<file path="src/rtl/prqs_pkg.sv">
// Shared types, codes and defaults for the priority ready-queue scheduler.
package prqs_pkg;

   localparam int DEF_LEVELS  = 8;
   localparam int DEF_THREADS = 64;

   localparam int KIND_W  = 3;
   localparam int ID_W    = 6;
   localparam int LEVEL_W = 8;
   localparam int TOP_W   = 3;

   localparam logic [KIND_W-1:0] KIND_CREATE     = 3'd0;
   localparam logic [KIND_W-1:0] KIND_MAKE_READY = 3'd1;
   localparam logic [KIND_W-1:0] KIND_SCHEDULE   = 3'd2;
   localparam logic [KIND_W-1:0] KIND_BLOCK      = 3'd3;
   localparam logic [KIND_W-1:0] KIND_EXIT       = 3'd4;

   typedef struct packed {
      logic [KIND_W-1:0]  kind;
      logic [ID_W-1:0]    thread;
      logic [LEVEL_W-1:0] level;
   } req_type;

   typedef struct packed {
      logic [ID_W-1:0]  running_id;
      logic             running_valid;
      logic             switched;
      logic [TOP_W-1:0] top_level;
      logic             any_ready;
      logic             fault;
   } rsp_type;

   typedef enum logic [3:0] {
      ST_IDLE,
      ST_DISPATCH,
      ST_LEVEL_WAIT,
      ST_APPEND_RD,
      ST_APPEND_WR,
      ST_POP_RD,
      ST_POP_CHK,
      ST_POP_LINK,
      ST_FINISH
   } state_type;

   typedef enum logic [1:0] {
      APP_SRC_REQ,
      APP_SRC_LEVEL,
      APP_SRC_RUN
   } app_src_type;

   typedef struct packed {
      logic        capture;
      logic        lvl_wr;
      logic        lvl_rd;
      logic        app_load;
      app_src_type app_src;
      logic        tail_rd;
      logic        app_empty_wr;
      logic        app_link_wr;
      logic        pop_rd;
      logic        pop_commit;
      logic        link_rd;
      logic        head_link_wr;
      logic        stop_run;
      logic        set_fault;
      logic        rsp_load;
   } cmd_type;

   typedef struct packed {
      logic [KIND_W-1:0] kind;
      logic              thread_ok;
      logic              app_ready;
      logic              no_work;
      logic              replace;
      logic              running;
      logic              head_eq_tail;
      logic              out_free;
   } status_type;

endpackage

</file>
<file path="src/rtl/prqs_ctrl.sv">
// Sequencer that steps each request through its queue reads and writes.
module prqs_ctrl import prqs_pkg::*; (
   input  logic       clock,
   input  logic       reset,
   input  logic       req_valid,
   output logic       req_stall,
   input  status_type status,
   output cmd_type    cmd
);

   state_type state_ff, state_in;

   always_ff @(posedge clock) begin
      if (reset) begin
         state_ff <= ST_IDLE;
      end else begin
         state_ff <= state_in;
      end
   end

   // next state
   always_comb begin
      state_in = state_ff;
      unique case (state_ff)
         ST_IDLE: begin
            if (req_valid) state_in = ST_DISPATCH;
         end
         ST_DISPATCH: begin
            priority if (status.kind == KIND_CREATE) begin
               state_in = status.thread_ok ? ST_APPEND_RD : ST_FINISH;
            end else if (status.kind == KIND_MAKE_READY) begin
               state_in = status.thread_ok ? ST_LEVEL_WAIT : ST_FINISH;
            end else if (status.kind == KIND_SCHEDULE) begin
               if (status.no_work || !status.replace) state_in = ST_FINISH;
               else if (status.running) state_in = ST_APPEND_RD;
               else state_in = ST_POP_RD;
            end else begin
               state_in = ST_FINISH;
            end
         end
         ST_LEVEL_WAIT: state_in = ST_APPEND_RD;
         ST_APPEND_RD: begin
            if (status.app_ready) state_in = ST_APPEND_WR;
            else if (status.kind == KIND_SCHEDULE) state_in = ST_POP_RD;
            else state_in = ST_FINISH;
         end
         ST_APPEND_WR: begin
            state_in = (status.kind == KIND_SCHEDULE) ? ST_POP_RD : ST_FINISH;
         end
         ST_POP_RD:  state_in = ST_POP_CHK;
         ST_POP_CHK: state_in = status.head_eq_tail ? ST_FINISH : ST_POP_LINK;
         ST_POP_LINK: state_in = ST_FINISH;
         ST_FINISH: begin
            if (status.out_free) state_in = ST_IDLE;
         end
         default: state_in = ST_IDLE;
      endcase
   end

   // outputs
   always_comb begin
      cmd       = '0;
      cmd.app_src = APP_SRC_REQ;
      req_stall = 1'b1;
      unique case (state_ff)
         ST_IDLE: begin
            req_stall   = 1'b0;
            cmd.capture = req_valid;
         end
         ST_DISPATCH: begin
            priority if (status.kind == KIND_CREATE) begin
               cmd.lvl_wr   = status.thread_ok;
               cmd.app_load = status.thread_ok;
               cmd.app_src  = APP_SRC_REQ;
            end else if (status.kind == KIND_MAKE_READY) begin
               cmd.lvl_rd = status.thread_ok;
            end else if (status.kind == KIND_SCHEDULE) begin
               cmd.set_fault = status.no_work;
               cmd.app_load  = !status.no_work && status.replace && status.running;
               cmd.app_src   = APP_SRC_RUN;
            end else if (status.kind == KIND_BLOCK || status.kind == KIND_EXIT) begin
               cmd.stop_run = 1'b1;
            end else begin
               cmd.stop_run = 1'b0;
            end
         end
         ST_LEVEL_WAIT: begin
            cmd.app_load = 1'b1;
            cmd.app_src  = APP_SRC_LEVEL;
         end
         ST_APPEND_RD: begin
            cmd.tail_rd      = status.app_ready;
            cmd.app_empty_wr = !status.app_ready;
         end
         ST_APPEND_WR: cmd.app_link_wr = 1'b1;
         ST_POP_RD:    cmd.pop_rd = 1'b1;
         ST_POP_CHK: begin
            cmd.pop_commit = 1'b1;
            cmd.link_rd    = !status.head_eq_tail;
         end
         ST_POP_LINK: cmd.head_link_wr = 1'b1;
         ST_FINISH:   cmd.rsp_load = status.out_free;
         default:     req_stall = 1'b1;
      endcase
   end

endmodule

</file>
<file path="src/rtl/prqs_dp.sv">
// Queue storage, ready bitmap, running-thread registers and result register.
module prqs_dp import prqs_pkg::*; #(
   parameter int LEVELS  = DEF_LEVELS,
   parameter int THREADS = DEF_THREADS
) (
   input  logic       clock,
   input  logic       reset,
   input  req_type    req_data,
   input  logic       rsp_stall,
   input  cmd_type    cmd,
   output status_type status,
   output rsp_type    rsp_data,
   output logic       rsp_valid
);

   localparam int LW = $clog2(LEVELS);
   localparam int TW = $clog2(THREADS);

   logic [LW-1:0] thread_level_mem [THREADS];
   logic [TW-1:0] next_link_mem    [THREADS];
   logic [TW-1:0] level_head_mem   [LEVELS];
   logic [TW-1:0] level_tail_mem   [LEVELS];

   req_type       req_ff;
   logic [LW-1:0] top_ff;
   logic [TW-1:0] app_t_ff;
   logic [LW-1:0] app_lv_ff;
   logic [LW-1:0] lvl_rd_ff;
   logic [TW-1:0] head_rd_ff;
   logic [TW-1:0] tail_rd_ff;
   logic [TW-1:0] link_rd_ff;
   logic          switched_ff;
   logic          fault_ff;
   rsp_type       rsp_ff;

   logic [LEVELS-1:0] ready_ff, ready_in;
   logic [TW-1:0]     run_thread_ff, run_thread_in;
   logic [LW-1:0]     run_level_ff, run_level_in;
   logic              run_flag_ff, run_flag_in;
   logic              rsp_valid_ff, rsp_valid_in;

   logic [TW-1:0] t_idx;
   logic [LW-1:0] sat_lv;
   logic [LW-1:0] top_lv;
   logic          any_ready;
   logic          head_eq_tail;
   logic [TW-1:0] app_t_sel;
   logic [LW-1:0] app_lv_sel;
   logic [LW-1:0] tail_ra;
   rsp_type       rsp_next;

   assign t_idx        = TW'(req_ff.thread);
   assign sat_lv       = (32'(req_ff.level) >= LEVELS) ? LW'(LEVELS - 1) : LW'(req_ff.level);
   assign head_eq_tail = (head_rd_ff == tail_rd_ff);
   assign tail_ra      = cmd.pop_rd ? top_ff : app_lv_ff;

   // highest set bit of the ready bitmap
   always_comb begin
      top_lv    = '0;
      any_ready = |ready_ff;
      for (int i = 0; i < LEVELS; i++) begin
         if (ready_ff[i]) top_lv = LW'(i);
      end
   end

   always_comb begin
      unique case (cmd.app_src)
         APP_SRC_REQ: begin
            app_t_sel  = t_idx;
            app_lv_sel = sat_lv;
         end
         APP_SRC_LEVEL: begin
            app_t_sel  = t_idx;
            app_lv_sel = lvl_rd_ff;
         end
         APP_SRC_RUN: begin
            app_t_sel  = run_thread_ff;
            app_lv_sel = run_level_ff;
         end
         default: begin
            app_t_sel  = t_idx;
            app_lv_sel = sat_lv;
         end
      endcase
   end

   always_comb begin
      ready_in = ready_ff;
      if (cmd.app_empty_wr || cmd.app_link_wr) ready_in[app_lv_ff] = 1'b1;
      if (cmd.pop_commit && head_eq_tail) ready_in[top_ff] = 1'b0;
   end

   always_comb begin
      run_thread_in = run_thread_ff;
      run_level_in  = run_level_ff;
      run_flag_in   = run_flag_ff;
      if (cmd.stop_run) run_flag_in = 1'b0;
      if (cmd.pop_commit) begin
         run_thread_in = head_rd_ff;
         run_level_in  = top_ff;
         run_flag_in   = 1'b1;
      end
   end

   always_comb begin
      rsp_next.running_id    = run_flag_ff ? ID_W'(run_thread_ff) : '0;
      rsp_next.running_valid = run_flag_ff;
      rsp_next.switched      = switched_ff;
      rsp_next.top_level     = any_ready ? TOP_W'(top_lv) : '0;
      rsp_next.any_ready     = any_ready;
      rsp_next.fault         = fault_ff;
   end

   // hold the result while the consumer stalls
   assign rsp_valid_in = cmd.rsp_load || (rsp_valid_ff && rsp_stall);

   always_ff @(posedge clock) begin
      if (reset) begin
         ready_ff      <= '0;
         run_thread_ff <= '0;
         run_level_ff  <= '0;
         run_flag_ff   <= 1'b0;
         rsp_valid_ff  <= 1'b0;
      end else begin
         ready_ff      <= ready_in;
         run_thread_ff <= run_thread_in;
         run_level_ff  <= run_level_in;
         run_flag_ff   <= run_flag_in;
         rsp_valid_ff  <= rsp_valid_in;
      end
   end

   always_ff @(posedge clock) begin
      if (cmd.capture) begin
         req_ff      <= req_data;
         top_ff      <= top_lv;
         switched_ff <= 1'b0;
         fault_ff    <= 1'b0;
      end
      if (cmd.set_fault) fault_ff <= 1'b1;
      if (cmd.pop_commit) switched_ff <= !run_flag_ff || (run_thread_ff != head_rd_ff);
      if (cmd.app_load) begin
         app_t_ff  <= app_t_sel;
         app_lv_ff <= app_lv_sel;
      end
      if (cmd.rsp_load) rsp_ff <= rsp_next;
   end

   always_ff @(posedge clock) begin
      if (cmd.lvl_wr) thread_level_mem[t_idx] <= sat_lv;
      if (cmd.lvl_rd) lvl_rd_ff <= thread_level_mem[t_idx];
   end

   always_ff @(posedge clock) begin
      if (cmd.app_link_wr) next_link_mem[tail_rd_ff] <= app_t_ff;
      if (cmd.link_rd) link_rd_ff <= next_link_mem[head_rd_ff];
   end

   always_ff @(posedge clock) begin
      if (cmd.app_empty_wr) level_head_mem[app_lv_ff] <= app_t_ff;
      else if (cmd.head_link_wr) level_head_mem[top_ff] <= link_rd_ff;
      if (cmd.pop_rd) head_rd_ff <= level_head_mem[top_ff];
   end

   always_ff @(posedge clock) begin
      if (cmd.app_empty_wr || cmd.app_link_wr) level_tail_mem[app_lv_ff] <= app_t_ff;
      if (cmd.tail_rd || cmd.pop_rd) tail_rd_ff <= level_tail_mem[tail_ra];
   end

   always_comb begin
      status.kind         = req_ff.kind;
      status.thread_ok    = (32'(req_ff.thread) < THREADS);
      status.app_ready    = ready_ff[app_lv_ff];
      status.no_work      = !run_flag_ff && !any_ready;
      status.replace      = !run_flag_ff || (any_ready && (top_lv >= run_level_ff));
      status.running      = run_flag_ff;
      status.head_eq_tail = head_eq_tail;
      status.out_free     = !rsp_valid_ff || !rsp_stall;
   end

   assign rsp_data  = rsp_ff;
   assign rsp_valid = rsp_valid_ff;

endmodule

</file>
<file path="src/rtl/priority_ready_queue_scheduler.sv">
// Priority ready-queue thread scheduler: sequencer plus queue datapath.
// Block, exit, unknown kinds and schedules that fault or keep the thread go from dispatch
// straight to finish; create and make ready append the thread, and a pop dequeues the head.
// A new transaction is taken only once the last one is through and its result is loaded, as
// the sequencer steps through single-port accesses of the head, tail and link memories.
// Reset clears the sequencer, ready bitmap, running thread and result valid; memories are not.
module priority_ready_queue_scheduler import prqs_pkg::*; #(
   parameter int LEVELS  = DEF_LEVELS,
   parameter int THREADS = DEF_THREADS
) (
   input  logic    clock,
   input  logic    reset,
   input  req_type req_data,
   input  logic    req_valid,
   output logic    req_stall,
   output rsp_type rsp_data,
   output logic    rsp_valid,
   input  logic    rsp_stall
);

   cmd_type    cmd;
   status_type status;

   prqs_ctrl u_ctrl (
      .clock     (clock),
      .reset     (reset),
      .req_valid (req_valid),
      .req_stall (req_stall),
      .status    (status),
      .cmd       (cmd)
   );

   prqs_dp #(
      .LEVELS  (LEVELS),
      .THREADS (THREADS)
   ) u_dp (
      .clock     (clock),
      .reset     (reset),
      .req_data  (req_data),
      .rsp_stall (rsp_stall),
      .cmd       (cmd),
      .status    (status),
      .rsp_data  (rsp_data),
      .rsp_valid (rsp_valid)
   );

`ifndef SYNTHESIS
   a_fault_idle: assert property (@(posedge clock) disable iff (reset)
      rsp_valid && rsp_data.fault |-> !rsp_data.running_valid && !rsp_data.any_ready)
      else $error("fault reported while a thread is runnable");

   a_switch_runs: assert property (@(posedge clock) disable iff (reset)
      rsp_valid && rsp_data.switched |-> rsp_data.running_valid && !rsp_data.fault)
      else $error("switch reported without a running thread");

   a_top_zero: assert property (@(posedge clock) disable iff (reset)
      rsp_valid && !rsp_data.any_ready |-> rsp_data.top_level == '0)
      else $error("top level nonzero with no ready queue");

   a_busy_after_accept: assert property (@(posedge clock) disable iff (reset)
      req_valid && !req_stall |=> req_stall)
      else $error("new transaction accepted while one is in progress");
`endif

endmodule
</file>
<file path="config.mk">
export PLATFORM = sky130hd
export DESIGN_NAME = priority_ready_queue_scheduler
export DESIGN_NICKNAME = d
export VERILOG_FILES = /design/src/rtl/prqs_pkg.sv /design/src/rtl/prqs_ctrl.sv /design/src/rtl/prqs_dp.sv /design/src/rtl/priority_ready_queue_scheduler.sv
export SDC_FILE = /design/constraint.sdc
export NUM_CORES = 1
export LEC_CHECK = 0
export BUFFER_PORTS_ARGS = -buffer_cell sky130_fd_sc_hd__buf_2
export CAP_MARGIN = 15
export CORE_AREA = 3 3 229 231
export DETAILED_ROUTE_END_ITERATION = 8
export DIE_AREA = 0 0 232 234
export PLACE_DENSITY = 0.76
export SLEW_MARGIN = 20
export SYNTH_ARGS = -nofsm -noshare
export SYNTH_HDL_FRONTEND = slang
export SYNTH_SLANG_ARGS = --single-unit
</file>
<file path="constraint.sdc">
create_clock -name clock -period 3.27 [get_ports clock]
set_clock_uncertainty 0.15 [all_clocks]
set_input_delay 0.327 -clock clock [delete_from_list [all_inputs] [get_ports clock]]
set_output_delay 0.327 -clock clock [all_outputs]
set_load 0.01 [all_outputs]
</file>
### Word-level counts from Yosys, hierarchy flattened

Memory sizes are Yosys's and may differ from the RTL's. A register that Yosys moved wholly into a read port is not among the register bits.
Index checks and enable logic that the tools add are counted.

* order comparisons: 6
* equality and inequality tests: 18
* muxes and demuxes: 70
* bitwise gates (word level): 3
* reductions and logical operators: 31

Operator list (number)
* 4-bit 2-to-1 mux: 9
* 4-bit case mux with 9 select lines: 1
* 3-bit 2-to-1 mux: 11
* 1-bit 2-to-1 mux: 32
* 4-bit by 3-bit == test with 1-bit output, second input constant: 4
* 2-bit 2-to-1 mux: 8
* 8-bit 2-to-1 mux: 2
* 6-bit 2-to-1 mux: 2
* 3-bit case mux with 2 select lines: 2
* 8-bit bitwise AND: 1
* 4-bit by 2-bit == test with 1-bit output, second input constant: 2
* 8-bit by 4-bit >= comparator with 1-bit output, second input constant: 1
* 1-bit logical AND: 8
* 1-bit logical NOT: 8
* 1-bit logical OR: 8
* 3-bit by 4-bit < comparator with 1-bit output, second input constant: 2
* 8-bit inverter: 1
* 8-bit OR: 1
* 8-bit OR reduction: 1
* 1-bit demux with 3-bit select: 2
* 3-bit by 2-bit == test with 1-bit output, second input constant: 2
* 6-bit == test: 1
* 3-bit by 1-bit >= comparator with 1-bit output, second input constant: 2
* 6-bit != test: 1
* 15 further kinds: 16

* register bits: 67
* bits in writable memories: 672
* input port bits: 21
* output and inout bits: 15
* memories: 4

Memories
* u_dp.next_link_mem: depth 64, bits a word 6, rd ports 1, clocked after memory_dff 1, wr ports 1, line prqs_dp.sv:20 `logic [TW-1:0] next_link_mem [THREADS];`
* u_dp.thread_level_mem: depth 64, bits a word 3, rd ports 1, clocked after memory_dff 1, wr ports 1, line prqs_dp.sv:19 `logic [LW-1:0] thread_level_mem [THREADS];`
* u_dp.level_head_mem: depth 8, bits a word 6, rd ports 1, clocked after memory_dff 1, wr ports 1, line prqs_dp.sv:21 `logic [TW-1:0] level_head_mem [LEVELS];`
* u_dp.level_tail_mem: depth 8, bits a word 6, rd ports 1, clocked after memory_dff 1, wr ports 1, line prqs_dp.sv:22 `logic [TW-1:0] level_tail_mem [LEVELS];`

### Logic depth before layout (Yosys ltp)

Gate-level depths: netlist of the first run.

* word-level depth: 18
* depth in mapped cells: 12
* depth with buffers taken out: 12

### Cells and area by module

A second synthesis of the first run with hierarchy kept.

* cells, all modules: 1748
* area, all modules: 30605.6 µm²

By module, submodules not included
* prqs_dp: times used 1, cells an instance 1671, area each 30083.9 µm², sequential area each 22501.6 µm²
* prqs_ctrl: times used 1, cells an instance 77, area each 521.8 µm², sequential area each 80.1 µm²

### Worst setup path before layout of the first run

Ideal clock, no wire load.

* path type: register to register
* from: register u_ctrl.state_ff[1]
* to: register u_dp.tail_rd_ff[1] (read register of u_dp.level_tail_mem) (data pin)
* data arrival time: 2.098 ns
* data required time: 2.860 ns
* path slack: 0.762 ns
* stages on the path, launching flop included: 8
* buffers on the path: 2
* path through: dfxtp_1 > buf_4 > nand2b_4 > nor2_8 > mux2i_2 > buf_6 > mux4_1 > mux2_2

* word-level cells in the longest chain between the ends: 3
* elaborated cells between the ends (all ways): 6
* those cells by class: eq/ne (2); mux (3); reduce/logical (1)

Ends and longest elaborated chain
* start, declared: line prqs_ctrl.sv:11 `state_type state_ff, state_in;`
* start signal, assigned: line prqs_ctrl.sv:17 `state_ff <= state_in;`
* 4-bit by 3-bit == test with 1-bit output or 4-bit by 2-bit == test with 1-bit output (tied branches): line prqs_ctrl.sv:65 `unique case (state_ff)`
* 1-bit 2-to-1 mux or 2-bit 2-to-1 mux (tied branches): line prqs_ctrl.sv:65
* 3-bit 2-to-1 mux or 1-bit logical OR (tied branches): line prqs_dp.sv:55, prqs_dp.sv:167
* end, declared: line prqs_dp.sv:30 `logic [TW-1:0] tail_rd_ff;`

Several ways; a longest one is shown, not always the timed one.
A chain may end at the register's enable or synchronous reset.

### Worst setup path in the final report of the first run

* from: register u_dp.app_lv_ff[1]
* to: memory u_dp.level_head_mem[7][0] (netlist bit), enable pin

* word-level cells in the longest chain between the ends: 8
* elaborated cells between the ends (all ways): 11
* those cells by class: mux (9); reduce/logical (2)

Ends and longest elaborated chain
* start, declared: line prqs_dp.sv:27 `logic [LW-1:0] app_lv_ff;`
* start signal, assigned: line prqs_dp.sv:144 `app_lv_ff <= app_lv_sel;`
* 1-bit binary-select mux with 3-bit select: line prqs_dp.sv:173 `status.app_ready = ready_ff[app_lv_ff];`
* 1-bit 2-to-1 mux (implied by the code): line prqs_dp.sv:173
* 1-bit logical NOT: line prqs_ctrl.sv:93 `cmd.app_empty_wr = !status.app_ready;`
* 2-bit 2-to-1 mux: line prqs_ctrl.sv:65
* 1-bit 2-to-1 mux: line prqs_dp.sv:160 `if (cmd.app_empty_wr) level_head_mem[app_lv_ff] <= app_t_ff;`
* 1-bit 2-to-1 mux (implied by the code): line prqs_dp.sv:161 `else if (cmd.head_link_wr) level_head_mem[top_ff] <= link_rd_ff;`
* 6-bit OR reduction (no line)
* 3-bit 2-to-1 mux (no line) or 1-bit 2-to-1 mux (tied branches)
* end, declared: line prqs_dp.sv:21

Several ways; a longest one is shown, not always the timed one. The select of a mux whose other input is x is not followed.

==> flow_summary_export.csv, run 1 <==
group,metric,value,unit
synth,synth.distinct_cells,61,
synth,ys.flop_type,"edfxtp_1",
critical_path,critPathRequiredTime,3.37,ns
min_path,hold_path.class,"input port to flip-flop",
critical_path,critPathMaxFanout,12,
clocking,cts_resized,0,
routing,via_count,17136,
routing,first_pass_iters,6,
clocking,clk_pin_slew_worst_paths,0.06,ns
synth,synth_edf_count,736,
die,floorplan.initialDensity,0.603,
clocking,clk_path_buf_depth,3,
routing,wire_per_inst,26.0,um
routing,drc,0,
synth,synthArstFlopShare,0,
synth,syn_nets,1764,
routing,wl,68600,um
synth,yosys_register_bits,760,
die,die_h,234,um
timing,grt_setup_unrepaired,"false",
clocking,root_buffer,"clkbuf_16",
global_routing,grt_pass1_vias,17213,
clocking,htree_levels,3,
outcome,outcome,"complete, no violations",
power,finalPower,0.0195,W
timing,relSlewSlack,0.426,
job,drv_cap,0,
layout,seqCellArea,22600,sq um
placement,place.gp.congestion,0.875,
layout,final_nets,1939,
global_routing,grtUsageTotal,0.258,
power,power_density,566,nW/um^2
global_routing,antenna_found_initial,1,
synth,synthCells,1738,
timing,period_share,0.901,
timing,slew_violations,0,
global_routing,grt_remaining_overflow,0,
layout,syn2layout_area_growth,13.9,%
synth,netlist_area,30300,sq um
die,ioPinCount,36,
critical_path,worstSetupPathType,"flip-flop to flip-flop",
clocking,postCtsSetupBuffers,0,
timing,fmax,339,MHz
layout,multi_input_area,7220,sq um
timing,setup_viol,0,
placement,io_buffers,35,
global_routing,grt_start_max_net_pins,74,
critical_path,end_kind,"flip-flop",
clocking,cts_tree,"built",
clocking,cts.sink_count,760,
layout,mostFrequentLayoutCells,"edfxtp_1, nor2_1, buf_4",
timing,hold_violations,0,
placement,dp_hpwl,42900,um
timing,period_needed,2.95,ns
global_routing,grt_pass1_wl,104000,um
die,rows,82,
routing,viasPerCell,6.48,
critical_path,cp_data_arrival_time,3.05,ns
synth,syn_area_per_cell,17.4,sq um
power,ir_drop,528,uV
layout,drive_gt1_frac,0.217,
die,dieArea,54300,sq um
synth,ys_warn_count,0,
power,p_leak,11.7,nW
clocking,cts_buffers,75,
timing,fin_tns_setup,0,ns
timing,tightest_slew,0.859,ns
routing,drt-initial-drc-count,2227,
die,die_w,232,um
layout,layout_commonest_cell,"edfxtp_1",
clocking,clock_latency,0.63,ns
critical_path,start_kind,"flip-flop",
routing,ant_nets,0,
layout,fill_cells,3179,
synth,ys_seq_area_frac,0.745,
die,core_area,50300,sq um
layout,antenna_cells,0,
## stage by stage
step	worst slack [ns]	hold WS [ns]	instance area, sq um	cells	utilization
floorplan	0.762	0.250	30300	1738	-
global placement	0.518	0.275	32000	2488	0.636
detailed placement	0.428	0.261	32000	2488	0.636
CTS	0.388	0.229	34500	2643	0.686
global route	0.222	0.246	34500	2643	0.686
finish	0.324	0.253	34500	2643	0.686
## state kept, by name, indices dropped and copies added (netlist names), 4 cells and up
name,count
u_dp.thread_level_mem,192
u_ctrl.state_ff,4
u_dp.link_rd_ff,6
u_dp.next_link_mem,384
u_dp.t_idx,6
u_dp.req_ff,8
u_dp.rsp_data,13
u_dp.head_rd_ff,6
u_dp.level_head_mem,48
u_dp.tail_rd_ff,6
u_dp.app_t_ff,6
u_dp.run_thread_ff,6
u_dp.ready_ff,8
u_dp.level_tail_mem,48
## per-layer routing
metal	share of wire	global-route usage
met1	0.38	0.363
met5	0	0
met2	0.48	0.403
met4	0.033	0.0978
met3	0.10	0.0576
## cell type report
type / count / share of cell area
multi-input cells: 870 / 0.209
clock buffers: 98 / 0.0581
inverters: 18 / 0.00196
well taps: 672 / 0.0244
repair buffers: 188 / 0.0427
flip-flops and latches: 760 / 0.654
clock inverters: 37 / 0.00917
## worst paths after layout
check / startpoint / to / slack, ns / depth (start not counted)
worst max register to register: u_dp.app_lv_ff[1]$_DFFE_PP_ / u_dp.level_head_mem[7][0]$_DFFE_PP_ / 0.32 / 5
worst min-delay path: req_data[9] / u_dp.t_idx[1]$_DFFE_PP_ / 0.25 / 2
worst min register to register: u_dp.switched_ff$_SDFFCE_PN0P_ / u_dp.rsp_data[5]$_DFFE_PP_ / 0.32 / 0
worst max-delay path: u_dp.app_lv_ff[1]$_DFFE_PP_ / u_dp.level_head_mem[7][0]$_DFFE_PP_ / 0.32 / 5
## Yosys cell counts, types with 6 or more instances
library cell | count | area, sq um
nor3_1 | 9 | 45.0
mux2i_1 | 71 | 711
nor2_1 | 183 | 687
inv_1 | 17 | 63.8
a31oi_1 | 6 | 37.5
nand2b_1 | 6 | 37.5
nand3b_1 | 7 | 52.6
xnor2_1 | 9 | 78.8
a22o_1 | 6 | 52.6
nand2_1 | 95 | 357
nor2b_1 | 22 | 138
a21oi_1 | 50 | 250
a221oi_1 | 32 | 280
clkbuf_1 | 40 | 150
buf_2 | 22 | 110
mux4_2 | 107 | 2410
o22ai_1 | 31 | 194
a22oi_1 | 33 | 248
o21ai_0 | 33 | 165
nor4_1 | 7 | 43.8
mux2_2 | 39 | 439
buf_1 | 16 | 60.1
or4_1 | 6 | 45.0
and3_1 | 7 | 43.8
buf_4 | 7 | 52.6
edfxtp_1 | 736 | 22100
nand3_1 | 22 | 110
o21a_1 | 9 | 67.6
and2_1 | 11 | 68.8
dfxtp_1 | 24 | 480
## worst max-delay path, stage by stage (launching register included)
cell      delay [ns]
edfxtp_1        0.65
mux4_2          0.58
mux2_2          0.31
nor2_1          0.20
a22oi_1         0.20
nor2_1          0.48
## logic make-up (layout without fill, tap and decap cells)
group                    count (synthesis)  after routing  synth area share
AO/OA/AOI/OAI                          232            232            0.0512
multiplexers                           222            222             0.121
flip-flops                             760            760             0.745
AND/OR/NAND/NOR                        399            399            0.0602
adder cells (fa/ha/maj)                  5              5           0.00206
XOR/XNOR                                12             12           0.00347
buffers and inverters                  108            341            0.0164
## report_power, final
part	switching, W	internal (W)	total [W]
Sequential	0.0000624	0.0107	0.0107
Clock	0.00362	0.00454	0.00816
Combinational	0.000416	0.000241	0.000657
## what timing repair did
| item | in CTS | in global routing |
|---|---|---|
| endpoints found under the hold margin | 37 | 0 |
| endpoints found under the setup margin | 0 | 0 |
| hold buffers | 20 | 0 |
No activity file was read; power rests on OpenSTA's default activity.
==> inputs of run 2 (changes only) <==
--- a/config.mk
+++ b/config.mk
@@ -7,10 +7,12 @@
 export LEC_CHECK = 0
 export BUFFER_PORTS_ARGS = -buffer_cell sky130_fd_sc_hd__buf_2
 export CAP_MARGIN = 15
-export CORE_AREA = 3 3 229 231
+export CELL_PAD_IN_SITES_DETAIL_PLACEMENT = 1
+export CELL_PAD_IN_SITES_GLOBAL_PLACEMENT = 1
+export CORE_AREA = 2 2 238 240
 export DETAILED_ROUTE_END_ITERATION = 8
-export DIE_AREA = 0 0 232 234
-export PLACE_DENSITY = 0.76
+export DIE_AREA = 0 0 240 242
+export PLACE_DENSITY_LB_ADDON = 0.1
 export SLEW_MARGIN = 20
 export SYNTH_ARGS = -nofsm -noshare
 export SYNTH_HDL_FRONTEND = slang
==> flow_summary_export.csv, run 2 (same netlist as run 1, synthesis figures left out) <==
group,metric,value,unit
outcome,outcome,"complete, no violations",
critical_path,critPathRequiredTime,3.44,ns
layout,layoutNonFillerInstCount,2688,
die,rows,87,
routing,wl,75500,um
power,finalPower,0.0197,W
critical_path,cpMostUsedCell,"a21oi_1",
power,power_density,574,nW/um^2
clocking,clk_pin_slew_worst_paths,0.06,ns
global_routing,antenna_found_initial,1,
layout,final_nets,1902,
clocking,cts_tree,"built",
critical_path,start_kind,"flip-flop",
global_routing,grt_remaining_overflow,0,
layout,mostFrequentLayoutCells,"edfxtp_1, nor2_1, mux4_2",
die,ioPinCount,36,
clocking,cts.sink_count,760,
placement,io_buffers,35,
timing,fmax,338,MHz
timing,period_share,0.904,
timing,hold_violations,0,
timing,whs,0.0277,ns
critical_path,end_kind,"flip-flop",
layout,final_core_util,0.616,
die,floorplan.initialDensity,0.544,
layout,syn2layout_area_growth,13.3,%
clocking,clk_path_buf_depth,3,
die,dieArea,58100,sq um
layout,reg_top3,"u_dp.next_link_mem (384), u_dp.thread_level_mem (192)",
job,drv_cap,0,
routing,wire_per_inst,28.1,um
power,p_int,0.0156,W
power,pwr-share-comb,0.034,
power,netSwitchingPower,0.00410,W
clocking,cts_resized,0,
layout,antenna_cells,0,
timing,slew_violations,0,
layout,fill_cells,4936,
power,power_frac_seq,0.545,
power,clockPowerShare,0.421,
critical_path,cp_data_arrival_time,3.13,ns
clocking,cts_buffers,78,
critical_path,worstSetupPathType,"flip-flop to flip-flop",
global_routing,grt_pass1_vias,17688,
power,p_leak,11.5,nW
clocking,htree_levels,3,
min_path,hold_path.class,"input port to flip-flop",
power,ir_drop,562,uV
power,switching_share,0.208,
global_routing,grt_start_max_net_pins,74,
placement,place.gp.congestion,0.854,
timing,grt_setup_unrepaired,"false",
critical_path,critPathMaxFanout,40,
timing,period_needed,2.96,ns
layout,largest_reg_flops,384,
routing,drt-initial-drc-count,1427,
routing,first_pass_iters,5,
critical_path,critPathBufInv,1,
layout,regMostFlops,"u_dp.next_link_mem",
timing,relSlewSlack,0.306,
die,core_area,55700,sq um
layout,layout_commonest_cell,"edfxtp_1",
clocking,postCtsSetupBuffers,0,
routing,viasPerCell,6.14,
critical_path,cpMaxStageDelayCell,"or4_1",
timing,setup_viol,0,
layout,drive_gt1_frac,0.199,
timing,fin_tns_setup,0,ns
critical_path,path_cells,"buf_12, nor2b_1, a221oi_1, a21oi_1, a21oi_1, o22ai_1, or4_1",
clocking,root_buffer,"clkbuf_16",
critical_path,critPathMaxStageDelay,0.62,ns
routing,via_count,16514,
placement,place_inst,2533,
timing,tightest_slew,1.04,ns
critical_path,critPathTopFamily,"simple AND/OR/NAND/NOR gates",
routing,ant_nets,0,
global_routing,grtUsageTotal,0.267,
routing,drc,0,
die,die_w,240,um
die,die_h,242,um
placement,dp_hpwl,48400,um
clocking,cts_hold_buf,19,
critical_path,ff2ff_setup_slack,0.31,ns
global_routing,grt_pass1_wl,114000,um
clocking,clock_latency,0.62,ns
run 2: worst paths after layout:
path | start | to | cells past startpoint
max reg2reg | u_dp.t_idx[1]$_DFFE_PP_ | u_dp.lvl_rd_ff[2]$_DFFE_PP_ | 7
max | u_dp.t_idx[1]$_DFFE_PP_ | u_dp.lvl_rd_ff[2]$_DFFE_PP_ | 7
min reg2reg | u_dp.switched_ff$_SDFFCE_PN0P_ | u_dp.rsp_data[5]$_DFFE_PP_ | 0
min | req_valid | u_dp.fault_ff$_SDFFE_PP1P_ | 3
run 2: routing by layer:
| metal | part of all wire | vias up | GRT usage |
|---|---|---|---|
| met1 | 0.41 | 8616 | 0.368 |
| met4 | 0.027 | 2 | 0.0866 |
| met2 | 0.49 | 593 | 0.434 |
| met5 | 0.00017 | - | 0 |
| met3 | 0.068 | 123 | 0.0530 |
| li1 | - | 7180 | - |
run 2: layout make-up:
class	count	area, sq um	area share
Multi-Input combinational cell	870	7220	0.210
Tap cell	756	946	0.0276
Timing Repair Buffer	148	1170	0.0341
Clock buffer	110	2170	0.0633
Inverter	18	67.6	0.00197
Sequential cell	760	22600	0.658
Clock inverter	26	165	0.00481
run 2: tightest hold or removal path, cell delays in order:
cell and delay [ns]:
buf_2 0.11, nand3_1 0.15, a22o_1 0.16
run 2: power by group through the flow:
stage / combinational [W] / clock (W) / sequential, W
floorplan: 0.000403 / 0 / 0.0109
global placement: 0.000633 / 0 / 0.0109
detailed placement: 0.000650 / 0 / 0.0109
CTS: 0.000671 / 0.00842 / 0.0107
global route: 0.000721 / 0.00878 / 0.0107
finish: 0.000670 / 0.00829 / 0.0107
run 2: per-stage QoR:
step	instance area, sq um	worst slack, ns
floorplan	30300	0.762
global placement	31800	0.409
detailed placement	31800	0.343
CTS	34300	0.303
global route	34300	0.172
finish	34300	0.313
